$ cat src/rtl/sfbp_pkg.sv
// sfbp_pkg: shared types, constants and lookup tables for the sensor frame bit packer
// no dependencies
`default_nettype none

package sfbp_pkg;

  localparam int FRAME_BYTES_DEF = 12;
  localparam int BYTE_POS_W      = 4;
  localparam int SLOT_W          = 5;
  localparam int SENSOR_W        = 4;
  localparam int READING_W       = 16;
  localparam int HDR_W           = 8;

  localparam logic [SLOT_W-1:0]  SLOT_COUNT = 5'd24;
  localparam logic [HDR_W-1:0]   HDR_FIRST  = 8'h01;
  localparam logic [HDR_W-1:0]   HDR_BASE   = 8'h0f;
  localparam logic [HDR_W-1:0]   HDR_NONE   = 8'h00;

  typedef struct packed {
    logic [SLOT_W-1:0]    slot_number;
    logic [SENSOR_W-1:0]  sensor_index;
    logic [READING_W-1:0] reading;
    logic                 frame_start;
    logic                 frame_end;
  } in_item_t;

  typedef struct packed {
    logic [7:0]            frame_byte;
    logic [BYTE_POS_W-1:0] byte_position;
    logic                  last_byte;
  } out_item_t;

  typedef enum logic [1:0] {
    W_SKIP = 2'd0,
    W_8    = 2'd1,
    W_12   = 2'd2
  } width_t;

  // fifo status seen by the front and the back
  typedef struct packed {
    logic full;
    logic empty;
  } fifo_stat_t;

  function automatic logic [HDR_W-1:0] header_code(input logic [SLOT_W-1:0] slot);
    logic [HDR_W-1:0] code;
    if (slot >= SLOT_COUNT) begin
      code = HDR_NONE;
    end else if (slot == '0) begin
      code = HDR_FIRST;
    end else begin
      code = HDR_BASE + {{(HDR_W-SLOT_W){1'b0}}, slot};
    end
    return code;
  endfunction

  // schedule rom: width of a sensor in a slot
  function automatic width_t sched_width(input logic [SLOT_W-1:0]   slot,
                                         input logic [SENSOR_W-1:0] sensor);
    width_t w;
    logic   hit;
    hit = 1'b0;
    w   = W_SKIP;
    case (sensor)
      4'd0, 4'd1, 4'd8: hit = 1'b1;
      4'd2:  hit = 1'b1;
      4'd3:  hit = ~slot[0];
      4'd4:  hit = slot[0];
      4'd5:  hit = ~slot[1];
      4'd6:  hit = slot[1];
      4'd7:  hit = (slot < 5'd12);
      4'd9:  hit = (slot >= 5'd12) && (slot < 5'd16);
      4'd10: hit = (slot < 5'd4) || (slot >= 5'd12);
      4'd11: hit = (slot >= 5'd4) && (slot < 5'd9);
      4'd12: hit = (slot >= 5'd9) && (slot < 5'd12);
      4'd13: hit = (slot >= 5'd16) && (slot < 5'd20);
      4'd14: hit = (slot >= 5'd20);
      default: hit = 1'b0;
    endcase
    if (slot >= SLOT_COUNT) begin
      hit = 1'b0;
    end
    if (hit) begin
      if ((sensor == 4'd2) || (sensor == 4'd3) || (sensor == 4'd4)) begin
        w = W_8;
      end else begin
        w = W_12;
      end
    end
    return w;
  endfunction

endpackage

`default_nettype wire

$ cat src/rtl/sfbp_front.sv
// sfbp_front: accepts readings, looks up header and width, packs the frame store
// depends on sfbp_pkg
`default_nettype none

module sfbp_front #(
  parameter int FRAME_BYTES = sfbp_pkg::FRAME_BYTES_DEF
) (
  input  wire logic                   clk,
  input  wire logic                   rst_n,
  input  wire logic                   in_valid,
  output logic                        in_ready,
  input  wire sfbp_pkg::in_item_t     in_data,
  input  wire sfbp_pkg::fifo_stat_t   fifo_stat,
  output logic                        push,
  output logic [FRAME_BYTES*8-1:0]    push_frame
);
  import sfbp_pkg::*;

  localparam int STORE_W = FRAME_BYTES * 8;

  logic [STORE_W-1:0] store_r, store_nxt;
  logic [STORE_W-1:0] base;
  logic               accept;
  width_t             w;

  assign in_ready = ~fifo_stat.full;
  assign accept   = in_valid & in_ready;
  assign w        = sched_width(in_data.slot_number, in_data.sensor_index);

  always_comb begin
    // start clears the store down to the header before the reading is shifted in
    base = in_data.frame_start
         ? {{(STORE_W-HDR_W){1'b0}}, header_code(in_data.slot_number)}
         : store_r;
    case (w)
      W_8:     store_nxt = {base[STORE_W-9:0], in_data.reading[7:0]};
      W_12:    store_nxt = {base[STORE_W-13:0], in_data.reading[11:0]};
      W_SKIP:  store_nxt = base;
      default: store_nxt = base;
    endcase
  end

  always_ff @(posedge clk) begin
    if (!rst_n) begin
      store_r <= '0;
    end else if (accept) begin
      store_r <= store_nxt;
    end
  end

  assign push       = accept & in_data.frame_end;
  assign push_frame = store_nxt;

endmodule

`default_nettype wire

$ cat src/rtl/sfbp_frame_fifo.sv
// sfbp_frame_fifo: two-entry queue of finished frames between front and back
// depends on sfbp_pkg
`default_nettype none

module sfbp_frame_fifo #(
  parameter int FRAME_BYTES = sfbp_pkg::FRAME_BYTES_DEF
) (
  input  wire logic                   clk,
  input  wire logic                   rst_n,
  input  wire logic                   push,
  input  wire logic [FRAME_BYTES*8-1:0] push_frame,
  input  wire logic                   pop,
  output logic [FRAME_BYTES*8-1:0]    head_frame,
  output sfbp_pkg::fifo_stat_t        stat
);
  import sfbp_pkg::*;

  localparam int STORE_W = FRAME_BYTES * 8;

  logic [STORE_W-1:0] entry_r [2];
  logic               wr_ptr_r, rd_ptr_r;
  logic [1:0]         count_r, count_nxt;

  assign head_frame = entry_r[rd_ptr_r];
  assign stat.full  = (count_r == 2'd2);
  assign stat.empty = (count_r == 2'd0);

  always_comb begin
    count_nxt = count_r;
    case ({push, pop})
      2'b10:   count_nxt = count_r + 2'd1;
      2'b01:   count_nxt = count_r - 2'd1;
      default: count_nxt = count_r;
    endcase
  end

  always_ff @(posedge clk) begin
    if (!rst_n) begin
      wr_ptr_r <= 1'b0;
      rd_ptr_r <= 1'b0;
      count_r  <= 2'd0;
    end else begin
      if (push) begin
        wr_ptr_r <= ~wr_ptr_r;
      end
      if (pop) begin
        rd_ptr_r <= ~rd_ptr_r;
      end
      count_r <= count_nxt;
    end
  end

  always_ff @(posedge clk) begin
    if (push) begin
      entry_r[wr_ptr_r] <= push_frame;
    end
  end

endmodule

`default_nettype wire

$ cat src/rtl/sfbp_back.sv
// sfbp_back: serializes queued frames into bytes, most significant first
// depends on sfbp_pkg
`default_nettype none

module sfbp_back #(
  parameter int FRAME_BYTES = sfbp_pkg::FRAME_BYTES_DEF
) (
  input  wire logic                     clk,
  input  wire logic                     rst_n,
  input  wire sfbp_pkg::fifo_stat_t     fifo_stat,
  input  wire logic [FRAME_BYTES*8-1:0] head_frame,
  output logic                          pop,
  output logic                          out_valid,
  input  wire logic                     out_ready,
  output sfbp_pkg::out_item_t           out_data
);
  import sfbp_pkg::*;

  localparam int STORE_W = FRAME_BYTES * 8;
  localparam int CNT_W   = $clog2(FRAME_BYTES);
  localparam logic [CNT_W-1:0] LAST_POS = CNT_W'(FRAME_BYTES - 1);

  logic [STORE_W-1:0] shift_r;
  logic [CNT_W-1:0]   pos_r;
  logic               busy_r;
  logic               out_valid_r;
  out_item_t          out_data_r;
  logic               slot_free, emit, emit_last;

  assign slot_free = ~out_valid_r | out_ready;
  assign emit      = busy_r & slot_free;
  assign emit_last = emit & (pos_r == LAST_POS);
  // load the next frame when idle or once the current one has handed over its last byte
  assign pop       = ~fifo_stat.empty & (~busy_r | emit_last);

  always_ff @(posedge clk) begin
    if (!rst_n) begin
      busy_r      <= 1'b0;
      out_valid_r <= 1'b0;
      pos_r       <= '0;
    end else begin
      if (pop) begin
        busy_r <= 1'b1;
        pos_r  <= '0;
      end else if (emit_last) begin
        busy_r <= 1'b0;
      end else if (emit) begin
        pos_r <= pos_r + CNT_W'(1);
      end
      if (emit) begin
        out_valid_r <= 1'b1;
      end else if (out_ready) begin
        out_valid_r <= 1'b0;
      end
    end
  end

  always_ff @(posedge clk) begin
    if (pop) begin
      shift_r <= head_frame;
    end else if (emit) begin
      shift_r <= {shift_r[STORE_W-9:0], 8'h00};
    end
    if (emit) begin
      out_data_r.frame_byte    <= shift_r[STORE_W-1 -: 8];
      out_data_r.byte_position <= BYTE_POS_W'(pos_r);
      out_data_r.last_byte     <= (pos_r == LAST_POS);
    end
  end

  assign out_valid = out_valid_r;
  assign out_data  = out_data_r;

endmodule

`default_nettype wire

$ cat src/rtl/sensor_frame_bit_packer.sv
// sensor_frame_bit_packer: top level, packs sensor readings into a telemetry frame
// depends on sfbp_pkg, sfbp_front, sfbp_frame_fifo, sfbp_back
//
//   channel  | ports                           | payload
//   ---------+---------------------------------+-----------------------------------
//   input    | in_valid, in_ready, in_data     | slot, sensor, reading, start, end
//   result   | out_valid, out_ready, out_data  | frame byte, byte position, last
//
// one reading is taken every cycle while in_ready is high; packing into the frame
// store is a single shift by 0, 8 or 12 bits plus the header on a start request
// an end request copies the packed frame into a two-entry frame queue; the back end
// drains it one byte per cycle while out_ready is high, FRAME_BYTES bytes a frame
// in_ready drops only while both queue entries are waiting to be serialized
// rst_n is synchronous, active low; it clears the frame store and empties the queue
`default_nettype none

module sensor_frame_bit_packer #(
  parameter int FRAME_BYTES = sfbp_pkg::FRAME_BYTES_DEF
) (
  input  wire logic                 clk,
  input  wire logic                 rst_n,
  input  wire logic                 in_valid,
  output logic                      in_ready,
  input  wire sfbp_pkg::in_item_t   in_data,
  output logic                      out_valid,
  input  wire logic                 out_ready,
  output sfbp_pkg::out_item_t       out_data
);
  import sfbp_pkg::*;

  localparam int STORE_W = FRAME_BYTES * 8;

  // front to queue
  logic               push;
  logic [STORE_W-1:0] push_frame;
  // queue to back
  logic               pop;
  logic [STORE_W-1:0] head_frame;
  fifo_stat_t         fifo_stat;

  // front: classify the request and update the frame store
  sfbp_front #(.FRAME_BYTES(FRAME_BYTES)) u_front (
    .clk        (clk),
    .rst_n      (rst_n),
    .in_valid   (in_valid),
    .in_ready   (in_ready),
    .in_data    (in_data),
    .fifo_stat  (fifo_stat),
    .push       (push),
    .push_frame (push_frame)
  );

  // finished frames wait here so the front keeps packing during the byte run
  sfbp_frame_fifo #(.FRAME_BYTES(FRAME_BYTES)) u_fifo (
    .clk        (clk),
    .rst_n      (rst_n),
    .push       (push),
    .push_frame (push_frame),
    .pop        (pop),
    .head_frame (head_frame),
    .stat       (fifo_stat)
  );

  // back: byte serializer with registered output
  sfbp_back #(.FRAME_BYTES(FRAME_BYTES)) u_back (
    .clk        (clk),
    .rst_n      (rst_n),
    .fifo_stat  (fifo_stat),
    .head_frame (head_frame),
    .pop        (pop),
    .out_valid  (out_valid),
    .out_ready  (out_ready),
    .out_data   (out_data)
  );

endmodule

`default_nettype wire
$ cat config.mk
export PLATFORM = sky130hd
export DESIGN_NAME = sensor_frame_bit_packer
export DESIGN_NICKNAME = d
export VERILOG_FILES = /design/src/rtl/sfbp_pkg.sv /design/src/rtl/sfbp_front.sv /design/src/rtl/sfbp_frame_fifo.sv /design/src/rtl/sfbp_back.sv /design/src/rtl/sensor_frame_bit_packer.sv
export SDC_FILE = /design/constraint.sdc
export NUM_CORES = 1
export LEC_CHECK = 0
export BUFFER_PORTS_ARGS = -buffer_cell sky130_fd_sc_hd__buf_4
export CAP_MARGIN = 20
export CORE_ASPECT_RATIO = 1.4
export CORE_MARGIN = 2
export CORE_UTILIZATION = 37
export DETAILED_ROUTE_END_ITERATION = 8
export PLACE_DENSITY = 0.55
export SLEW_MARGIN = 20
export SYNTH_ARGS = -nofsm -noshare
export SYNTH_HDL_FRONTEND = slang
export SYNTH_SLANG_ARGS = --single-unit
$ cat constraint.sdc
create_clock -name clk -period 6 [get_ports clk]
set_clock_uncertainty 0.05 [all_clocks]
set_input_delay 0.6 -clock clk [delete_from_list [all_inputs] [get_ports clk]]
set_output_delay 0.6 -clock clk [all_outputs]
set_load 0.05 [all_outputs]
==> impl_metrics.py, run 1 <==
metrics = {
    "worst_setup_path": {
        "required_ns": 6.28,
        "endpoint_kind": "flip-flop",
        "timing.critical_path.mode_cell": "buf_4",
        "path_buf_inv": 2,
        "crit_arrival_ns": 3.49,
        "crit_slowest_cell": "a211o_4",
        "setup.worst_path.start_class": "primary input",
        "critical-path-max-stage-delay_ns": 0.69,
        "crit_path_max_fanout": 52,
        "path_delay_family": "compound AO/OA/AOI/OAI gates",
        "path_cells": "buf_4, nor3_1, mux2i_1, o22ai_1, a211o_4, buf_4, a21oi_1, a211oi_1",
        "criticalPathCategory": "in2reg",
    },
    "global_route": {
        "grt_util_all_layers_pct": 17.3,
        "grt_use_met3_pct": 2.21,
        "grt_pass1_wl_um": 70600,
        "antenna_found_initial": 0,
        "overflow": 0,
        "grtUsageMet2_pct": 30.9,
        "grt_max_degree": 188,
        "use_met1_pct": 21.5,
        "grt-busiest-layer": "met2",
        "grt_pass1_vias": 12600,
    },
    "synthesis": {
        "synth_flop_cell": "edfxtp_1",
        "async_flop_share_pct": 0,
        "avgSynthCellArea_um2": 12.1,
        "synth.cell_area_um2": 18500,
        "synth_area_leaders": "edfxtp_1, dfxtp_1, mux2i_1, o21ai_0, a21boi_1",
        "ys_seq_elements": 408,
        "netlist.area_leader.share_pct": 48.9,
        "ys_seq_area_share_pct": 60.5,
        "synth_nets": 1559,
        "post_synth_num_cell_types": 64,
        "ys_warn_count": 0,
        "netlist_instances": 1523,
        "synth_top_area_cell": "edfxtp_1",
        "synth_edf_count": 301,
    },
    "clocking": {
        "cts-root-buf": "clkbuf_16",
        "cts.sinks": 408,
        "htreeDepth": 2,
        "numCtsBuffers": 42,
        "clk_path_buf_depth": 3,
        "post_cts_resized": 0,
        "post-cts-setup-buffers": 0,
        "ctsHoldBuffers": 0,
        "cts_tree": "done",
        "path_clk_slew_ns": 0.06,
        "clock_latency_ns": 0.55,
    },
    "detailed_routing": {
        "routed_via_density": 5.77,
        "post_drt_wl_per_cell_um": 20.5,
        "wl_um": 44100,
        "ant_nets": 0,
        "dr_total_vias": 12400,
        "drt_iter0_drc": 819,
        "drc": 0,
        "drt-pass1-iter-count": 5,
    },
    "die": {
        "core.rowCount": 96,
        "start_util_pct": 37.6,
        "num_io_pins": 46,
        "fp.dieH_um": 268,
        "die_x_um": 193,
        "die_area_um2": 51800,
        "coreArea_um2": 49100,
    },
    "pwr": {
        "p_per_area_nw_per_um2": 419,
        "p_int_mw": 5.92,
        "switching_share_pct": 31.4,
        "clkPwrFrac_pct": 29.6,
        "p_total_mw": 8.63,
        "vdd_ir_drop_max_mv": 0.437,
        "p_sw_mw": 2.71,
        "power.leakage_nw": 6.55,
        "combPwrFrac_pct": 23.2,
        "seqPwrFrac_pct": 47.2,
    },
    "timing": {
        "finalMaxSlewViolations": 0,
        "fin_hold_ws_ns": 0.318,
        "min_period_ns": 3.21,
        "clock.fmax_ghz": 0.311,
        "min_period_over_period_pct": 53.5,
        "setup_viol": 0,
        "setup-tns-final_ns": 0,
        "hold_viol": 0,
        "slew_headroom_pct": 26.1,
        "worstMarginPinSlew_ns": 1.10,
        "rsz0062_at_grt": "false",
    },
    "placement": {
        "dp_hpwl_um": 22700,
        "portBuffers": 41,
        "place.gp.congestion": 0.807,
        "placed_cell_area_um2": 19200,
    },
    "final_layout": {
        "areaGrowthSynthToFinish_pct": 11.4,
        "fin_area_um2": 20600,
        "drive_above_1_share_pct": 11.3,
        "n_fill_cell": 4532,
        "antenna_cells": 0,
        "final_net_count": 1521,
    },
    "min_path": {
        "holdCritPathClass": "in2reg",
    },
    "status": {
        "status": "finished, final reports clean",
    },
    "job": {
        "maxCapViolCount": 0,
    },
}
[synthesized netlist by cell type (10+ instances only)]
cell type	number
nand3_1	11
nor2_1	25
a21oi_1	91
mux2i_1	178
nand2_1	108
edfxtp_1	301
buf_6	10
dfxtp_1	107
clkbuf_1	108
a21boi_1	85
a211oi_2	20
o21ai_0	185
buf_2	19
or4_1	80
a211oi_1	59
[metrics by stage]
step | std cells | util (%) | setup slack (ns)
2_1_floorplan | 1523 | - | 1.47
4_1_cts | 2155 | 41.9 | 2.69
5_1_grt | 2155 | 41.9 | 2.48
3_3_place_gp | 2078 | 39.2 | 2.31
6_report | 2155 | 41.9 | 2.79
3_5_place_dp | 2078 | 39.2 | 2.26
[cells by family after synthesis]
kind of cell               count (synthesis)  share of synthesized area (%)
AOI/OAI and AO/OA                        496                           17.3
DFF                                      408                           60.5
and+or+nand+nor                          274                           8.00
muxes                                    180                           9.77
buffers and inverters                    154                           3.77
xor gates and xnor gates                   6                          0.284
adders and majority gates                  5                          0.339
[registers in the layout (all words and copies together) (netlist names), named ones only]
| register | flops |
|---|---|
| u_back.busy_r | 1 |
| u_fifo.count_r | 2 |
| u_fifo.rd_ptr_r | 1 |
| u_back.out_data | 13 |
| u_back.shift_r | 96 |
| u_fifo.entry_r | 192 |
| u_front.store_r | 96 |
| u_fifo.wr_ptr_r | 1 |
| u_back.pos_r | 4 |
| u_back.out_valid | 1 |
[final cells by class]
class / instances / area, um^2 / area share [%]
sequential: 408 / 11200 / 54.3
inverter: 8 / 30.0 / 0.146
clock buffer: 61 / 1230 / 5.99
clock inverter: 16 / 115 / 0.559
timing repair buffer: 64 / 531 / 2.58
multi-input combinational: 961 / 6690 / 32.5
tap: 637 / 797 / 3.87
[power groups by stage]
stage / sequential (mW) / combinational (mW) / clock [mW]
floorplan: 4.17 / 1.32 / 0
global placement: 4.13 / 2.01 / 0
detailed placement: 4.14 / 2.04 / 0
CTS: 4.08 / 2.05 / 2.62
global route: 4.13 / 2.25 / 2.73
finish: 4.08 / 2.00 / 2.55
[final timing paths]
kind | from | cells past startpoint | slack [ns] | end
worst min-delay path | in_data[8] | 2 | 0.32 | u_fifo.entry_r[1][6]$_DFFE_PP_
worst max register to register | u_back.pos_r[0]$_SDFFE_PP0P_ | 8 | 2.79 | u_back.shift_r[63]$_DFFE_PP_
worst max-delay path | in_data[24] | 8 | 2.79 | u_fifo.entry_r[1][70]$_DFFE_PP_
worst min register to register | u_back.shift_r[88]$_DFFE_PP_ | 0 | 0.37 | u_back.out_data[5]$_DFFE_PP_
[layout by cell type, fill, tap and decap left out, types with 6 or more instances in the layout]
master     Yosys  routed
a21boi_1      85      85
inv_1          8       8
mux2i_1      178     178
a21oi_1       91      91
clkbuf_16      0      43
nand3_1       11      11
nand4_1        8       8
or4_1         80      80
nand2_1      108     107
clkinv_2       0       9
nor2_1        25      24
o21ai_0      185     185
a22o_1         6       6
and3_1         7       6
clkbuf_8       0       9
dfxtp_1      107     106
clkbuf_1     108       9
and2_1         6       6
a211oi_1      59      59
buf_4          5      60
nor2b_1        6       6
a211oi_2      20      20
edfxtp_1     301     301
[metal layers]
metal  up-vias  share of wire [%]
li1       5770                  -
met4         0                2.5
met5         -                  0
met2       347                 51
met3        70                4.4
met1      6255                 42
No activity file was read; power rests on OpenSTA's default activity.
==> inputs of run 2 (changes only) <==
==> constraint.sdc (replaced) <==
create_clock -name clk -period 2.8 [get_ports clk]
set_clock_uncertainty 0.05 [all_clocks]
set_input_delay 0.28 -clock clk [delete_from_list [all_inputs] [get_ports clk]]
set_output_delay 0.28 -clock clk [all_outputs]
set_load 0.05 [all_outputs]
==> impl_metrics.py, run 2 (synthesis gave the netlist of run 1 again) <==
metrics = {
    "global_route": {
        "antenna_found_initial": 0,
        "grt_pass1_vias": 12500,
        "overflow": 0,
        "grt_pass1_wl_um": 71100,
        "grt_max_degree": 87,
        "grt_util_all_layers_pct": 17.6,
    },
    "job": {
        "maxCapViolCount": 0,
    },
    "detailed_routing": {
        "dr_wl_met2_um": 23600,
        "wl_um": 44900,
        "wl_met3_um": 1640,
        "drc": 0,
        "drt_iter0_drc": 809,
        "top_layer_used": "met4",
        "wirelength_met1_um": 18400,
        "post_drt_wl_per_cell_um": 20.4,
        "ant_nets": 0,
        "routed_via_density": 5.64,
        "drt-pass1-iter-count": 5,
        "dr_total_vias": 12400,
    },
    "pwr": {
        "power.leakage_nw": 6.88,
        "vdd_ir_drop_max_mv": 0.835,
        "p_per_area_nw_per_um2": 894,
    },
    "final_layout": {
        "top_register": "u_fifo.entry_r",
        "final_cells": 2201,
        "n_fill_cell": 4450,
        "drive_above_1_share_pct": 13.8,
        "final_net_count": 1567,
        "multiInputGateArea_um2": 6710,
        "areaGrowthSynthToFinish_pct": 14.9,
        "final_common_cell": "edfxtp_1",
        "antenna_cells": 0,
        "final_cell_mix": "edfxtp_1, o21ai_0, mux2i_1",
        "largest_reg_flops": 192,
        "top_regs": "u_fifo.entry_r x192, u_back.shift_r x96, u_front.store_r x96",
        "final-seq-area_um2": 11200,
    },
    "clocking": {
        "cts.sinks": 408,
        "clk_path_buf_depth": 3,
        "clock_latency_ns": 0.54,
        "numCtsBuffers": 42,
        "cts-root-buf": "clkbuf_16",
        "htreeDepth": 2,
        "post_cts_resized": 0,
        "path_clk_slew_ns": 0.06,
        "cts_tree": "done",
    },
    "worst_setup_path": {
        "criticalPathCategory": "reg2reg",
        "required_ns": 2.95,
        "crit_path_max_fanout": 45,
        "setup.worst_path.start_class": "flip-flop",
        "crit_arrival_ns": 2.54,
        "endpoint_kind": "flip-flop",
    },
    "die": {
        "core.rowCount": 96,
        "coreArea_um2": 49100,
        "die_area_um2": 51800,
        "fp.dieH_um": 268,
        "num_io_pins": 46,
        "start_util_pct": 37.6,
        "die_x_um": 193,
    },
    "timing": {
        "min_period_ns": 2.39,
        "fin_hold_ws_ns": 0.0260,
        "postLayoutSetupSlackWorst_ns": 0.409,
        "clock.fmax_ghz": 0.418,
        "rsz0062_at_grt": "false",
        "worstMarginPinSlew_ns": 0.929,
        "slew_headroom_pct": 38.0,
        "hold_viol": 0,
        "finalMaxSlewViolations": 0,
        "setup_viol": 0,
        "min_period_over_period_pct": 85.4,
    },
    "placement": {
        "dp_hpwl_um": 26000,
        "portBuffers": 41,
        "place.gp.congestion": 0.778,
        "placed_cells": 2122,
        "dpl_worst_slack_ns": 0.0743,
    },
    "min_path": {
        "holdCritPathClass": "in2reg",
    },
    "status": {
        "status": "finished, final reports clean",
    },
}
-- run 2: changes by cell type in the layout (fill, tap and decap cells not counted), sizes merged --
cell,delta
dlygate4sd3,+2
bufinv,+1
clkinv,+5
clkinvlp,-2
clkbuf,-4
buf,+44
-- run 2: critical path: stages, from the launching register on --
cell and delay [ns]:
dfxtp_1 0.39, ha_1 0.19, nand3b_1 0.15, o21ai_0 0.41, o21ai_4 0.12, inv_1 0.11
or2_4 0.28, buf_12 0.29
-- run 2: report_power, final --
group | switching (mW) | total (mW) | leakage, nW | internal [mW]
logic | 3.26 | 4.82 | 2.47 | 1.56
registers | 0.361 | 8.68 | 3.73 | 8.32
clock network | 2.28 | 5.48 | 0.671 | 3.20
total | 5.90 | 19.0 | 6.88 | 13.1
-- run 2: area by class of cell --
| class | instances | area share [%] |
|---|---|---|
| Tap cell | 637 | 3.75 |
| Multi-Input combinational cell | 961 | 31.6 |
| Clock buffer | 57 | 5.69 |
| Inverter | 8 | 0.141 |
| Timing Repair Buffer | 110 | 5.44 |
| Sequential cell | 408 | 52.7 |
| Clock inverter | 20 | 0.683 |
-- run 2: metrics by stage --
stage	setup TNS, ns	cell area, um^2	total power [mW]	util, %
6_report	0	21200	19.0	43.2
5_1_grt	0	21200	20.0	43.2
4_1_cts	0	21200	19.3	43.2
3_5_place_dp	0	19900	13.8	40.4
3_3_place_gp	0	19900	13.7	40.4
2_1_floorplan	-7.74	18500	11.8	-
-- run 2: final timing paths --
| path | endpoint | slack, ns | cells past startpoint | start |
|---|---|---|---|---|
| setup / recovery | u_back.shift_r[59]$_DFFE_PP_ | 0.41 | 7 | u_back.pos_r[0]$_SDFFE_PP0P_ |
| hold reg to reg | u_back.out_data[6]$_DFFE_PP_ | 0.37 | 0 | u_back.shift_r[89]$_DFFE_PP_ |
| hold / removal | u_back.out_valid$_SDFFE_PN0P_ | 0.03 | 3 | out_ready |
| setup reg to reg | u_back.shift_r[59]$_DFFE_PP_ | 0.41 | 7 | u_back.pos_r[0]$_SDFFE_PP0P_ |
-- run 2: what timing repair did --
| item | 4_1_cts | 5_1_grt |
|---|---|---|
| setup buffers | 0 | 0 |
| endpoints found under the hold margin | 2 | 0 |
| endpoints found under the setup margin | 0 | 0 |
| hold buffers | 2 | 0 |
-- run 2: per-layer routing --
| layer | track usage [%] | vias up |
|---|---|---|
| met5 | 0 | - |
| met1 | 21.2 | 6164 |
| met3 | 1.99 | 67 |
| li1 | - | 5887 |
| met4 | 6.02 | 0 |
| met2 | 32.2 | 297 |
==> inputs of run 3 (changes only) <==
--- a/config.mk
+++ b/config.mk
@@ -5,11 +5,12 @@
 export SDC_FILE = /design/constraint.sdc
 export NUM_CORES = 1
 export LEC_CHECK = 0
+export ABC_AREA = 1
 export BUFFER_PORTS_ARGS = -buffer_cell sky130_fd_sc_hd__buf_4
-export CAP_MARGIN = 20
 export CORE_ASPECT_RATIO = 1.4
 export CORE_MARGIN = 2
 export CORE_UTILIZATION = 37
+export CTS_BUF_LIST = sky130_fd_sc_hd__clkbuf_4 sky130_fd_sc_hd__clkbuf_8
 export DETAILED_ROUTE_END_ITERATION = 8
 export PLACE_DENSITY = 0.55
 export SLEW_MARGIN = 20
==> impl_metrics.py, run 3 <==
metrics = {
    "status": {
        "status": "finished, final reports clean",
    },
    "synthesis": {
        "async_flop_share_pct": 0,
        "synth_mux_area_share_pct": 0,
        "synth-compound-area-share_pct": 6.87,
        "synth.cell_area_um2": 18300,
        "ys_warn_count": 0,
        "synth_top_family_by_area": "simple AND/OR/NAND/NOR gates",
        "yosys.area_share.simple_pct": 25.2,
        "synth_edf_count": 301,
        "synthAdderAreaFrac_pct": 0.342,
        "synth_nets": 1972,
        "synth_flop_cell": "edfxtp_1",
        "synth_area_leaders": "edfxtp_1, dfxtp_1, nor2_1, nand2_1, nand4_1",
        "synth_xor_area_share_pct": 0.0479,
        "ys_seq_elements": 408,
        "avgSynthCellArea_um2": 9.45,
        "synth_top_area_cell": "edfxtp_1",
        "netlist_instances": 1936,
        "synth_common_cells": "nor2_1, nand2_1, edfxtp_1",
        "post_synth_num_cell_types": 32,
        "ys_seq_area_share_pct": 61.1,
        "netlist.area_leader.share_pct": 49.4,
        "synth_most_common_cell": "nor2_1",
    },
    "detailed_routing": {
        "drt-pass1-iter-count": 5,
        "routed_via_density": 5.25,
        "ant_nets": 0,
        "drt_iter0_drc": 817,
        "wl_um": 45500,
        "dr_total_vias": 13800,
        "post_drt_wl_per_cell_um": 17.3,
        "drc": 0,
    },
    "timing": {
        "setup_viol": 0,
        "clock.fmax_ghz": 0.406,
        "min_period_ns": 2.46,
        "worstMarginPinSlew_ns": 1.08,
        "min_period_over_period_pct": 87.9,
        "hold_viol": 0,
        "slew_headroom_pct": 28.0,
        "rsz0062_at_grt": "false",
        "postLayoutSetupSlackWorst_ns": 0.340,
        "finalMaxSlewViolations": 0,
        "setup-tns-final_ns": 0,
    },
    "die": {
        "coreArea_um2": 48900,
        "die_x_um": 192,
        "start_util_pct": 37.4,
        "num_io_pins": 46,
        "core.rowCount": 96,
        "fp.dieH_um": 267,
        "die_area_um2": 51300,
    },
    "final_layout": {
        "top_regs": "u_fifo.entry_r x192, u_back.shift_r x96, u_front.store_r x96",
        "final_net_count": 1987,
        "drive_above_1_share_pct": 13.5,
        "multiInputGateArea_um2": 6010,
        "final-seq-area_um2": 11200,
        "final_cell_mix": "nor2_1, nand2_1, edfxtp_1",
        "areaGrowthSynthToFinish_pct": 13.3,
        "fin_util_pct": 42.4,
        "top_register": "u_fifo.entry_r",
        "largest_reg_flops": 192,
        "n_fill_cell": 4641,
        "final_common_cell": "nor2_1",
    },
    "worst_setup_path": {
        "timing.critical_path.mode_cell": "nand2_1",
        "r2r_slack_ns": 0.34,
        "setup.worst_path.start_class": "flip-flop",
        "crit_arrival_ns": 2.87,
        "r2r_cells": 11,
        "crit_path_max_fanout": 39,
        "criticalPathCategory": "reg2reg",
        "required_ns": 3.21,
        "crit_slowest_cell": "dfxtp_1",
        "reg2reg_from": "u_back.pos_r[0]$_SDFFE_PP0P_",
        "critical-path-max-stage-delay_ns": 0.39,
        "path_cells": "ha_1, inv_1, nor3_1, nand2_1, nand2_1, o21ai_1, inv_6, buf_12, buf_4, nor2_1, a31oi_1",
        "endpoint_kind": "flip-flop",
        "r2r_end": "u_back.shift_r[69]$_DFFE_PP_",
    },
    "placement": {
        "place.gp.congestion": 0.755,
        "dp_hpwl_um": 25700,
        "dpl_worst_slack_ns": 0.308,
        "portBuffers": 41,
    },
    "min_path": {
        "holdCritPathClass": "in2reg",
        "hp-start": "in_valid",
        "holdPathStages": 5,
        "hold_end": "u_fifo.wr_ptr_r$_SDFFE_PN0P_",
    },
    "pwr": {
        "p_sw_mw": 7.24,
        "seqPwrFrac_pct": 45.1,
        "p_per_area_nw_per_um2": 989,
        "p_int_mw": 13.2,
        "clkPwrFrac_pct": 23.2,
        "vdd_ir_drop_max_mv": 0.643,
        "switching_share_pct": 35.3,
        "combPwrFrac_pct": 31.7,
        "power.leakage_nw": 7.80,
    },
    "global_route": {
        "grt_util_all_layers_pct": 17.9,
        "grt_max_degree": 105,
        "overflow": 0,
        "grt_pass1_vias": 13500,
        "antenna_found_initial": 1,
        "grt_pass1_wl_um": 72300,
    },
    "job": {
        "maxCapViolCount": 0,
    },
    "clocking": {
        "path_clk_slew_ns": 0.06,
        "clk_path_buf_depth": 3,
        "htreeDepth": 2,
        "cts-root-buf": "clkbuf_8",
        "cts_tree": "done",
        "cts.sinks": 408,
        "clock_latency_ns": 0.64,
        "post-cts-setup-buffers": 0,
        "numCtsBuffers": 61,
    },
}
-- run 3: cell families (layout without fill, tap and decap cells) --
| family | Yosys count | after routing |
|---|---|---|
| buffers and inverters | 281 | 343 |
| DFF | 408 | 408 |
| and+or+nand+nor | 1015 | 1015 |
| adders and majority gates | 5 | 5 |
| AOI/OAI and AO/OA | 226 | 226 |
| other | 0 | 1 |
| xor gates and xnor gates | 1 | 1 |
-- run 3: stage by stage --
stage | power (mW) | cells | hold slack (ns) | area (um^2)
CTS | 20.8 | 2635 | 0.00511 | 20700
global route | 21.8 | 2636 | 0.0475 | 20700
detailed placement | 15.9 | 2513 | 0.355 | 19400
floorplan | 13.5 | 1936 | 0.350 | 18400
finish | 20.5 | 2636 | 0.0607 | 20700
global placement | 15.8 | 2513 | 0.355 | 19400
-- run 3: how the worst max path moves through the flow --
stage / startpoint / endpoint / slack, ns / cells after the start
after floorplan: u_fifo.count_r[0]$_SDFFE_PN0P_ / u_fifo.entry_r[0][0]$_DFFE_PP_ / 0.001 / 7
after global placement: u_back.pos_r[0]$_SDFFE_PP0P_ / u_back.shift_r[89]$_DFFE_PP_ / 0.35 / 10
after detailed placement: u_back.pos_r[0]$_SDFFE_PP0P_ / u_back.shift_r[89]$_DFFE_PP_ / 0.31 / 10
after CTS: u_back.pos_r[0]$_SDFFE_PP0P_ / u_back.shift_r[89]$_DFFE_PP_ / 0.28 / 10
after global routing: u_back.pos_r[0]$_SDFFE_PP0P_ / u_back.shift_r[65]$_DFFE_PP_ / 0.03 / 11
final: u_back.pos_r[0]$_SDFFE_PP0P_ / u_back.shift_r[69]$_DFFE_PP_ / 0.34 / 11
-- run 3: area by class of cell --
type / count / area share, %
flip-flops and latches: 408 / 54.0
well taps: 637 / 3.84
clock buffers: 89 / 5.28
inverters: 130 / 2.41
clock inverters: 21 / 0.495
diodes: 1 / 0.0121
repair buffers: 103 / 5.02
multi-input cells: 1247 / 29.0
-- run 3: power groups by stage --
stage / sequential, mW / clock [mW] / combinational [mW]
detailed placement: 9.37 / 0 / 6.57
global placement: 9.34 / 0 / 6.49
global route: 9.36 / 5.13 / 7.28
CTS: 9.25 / 4.90 / 6.61
finish: 9.23 / 4.75 / 6.50
floorplan: 9.43 / 0 / 4.10
-- run 3: worst max-delay path: cells and delay by family, from the launching register on --
| kind | cells | cell delay [ns] |
|---|---|---|
| AOI/OAI and AO/OA | 2 | 0.36 |
| DFF | 1 | 0.39 |
| buffers and inverters | 4 | 0.75 |
| and+or+nand+nor | 4 | 0.47 |
| adders and majority gates | 1 | 0.20 |
-- run 3: repair_timing --
action                                  CTS  global route
endpoints found under the setup margin    0             0
hold endpoints to repair                 31             0
hold buffers                             12             0
gates resized for setup                   0             0
-- run 3: layer usage --
| metal | vias up | track usage [%] | wire (um) |
|---|---|---|---|
| li1 | 6739 | - | - |
| met1 | 6654 | 20.2 | 18100 |
| met2 | 338 | 33.5 | 24000 |
| met3 | 103 | 2.36 | 1880 |
| met4 | 0 | 7.65 | 1520 |
| met5 | - | 0 | 0 |
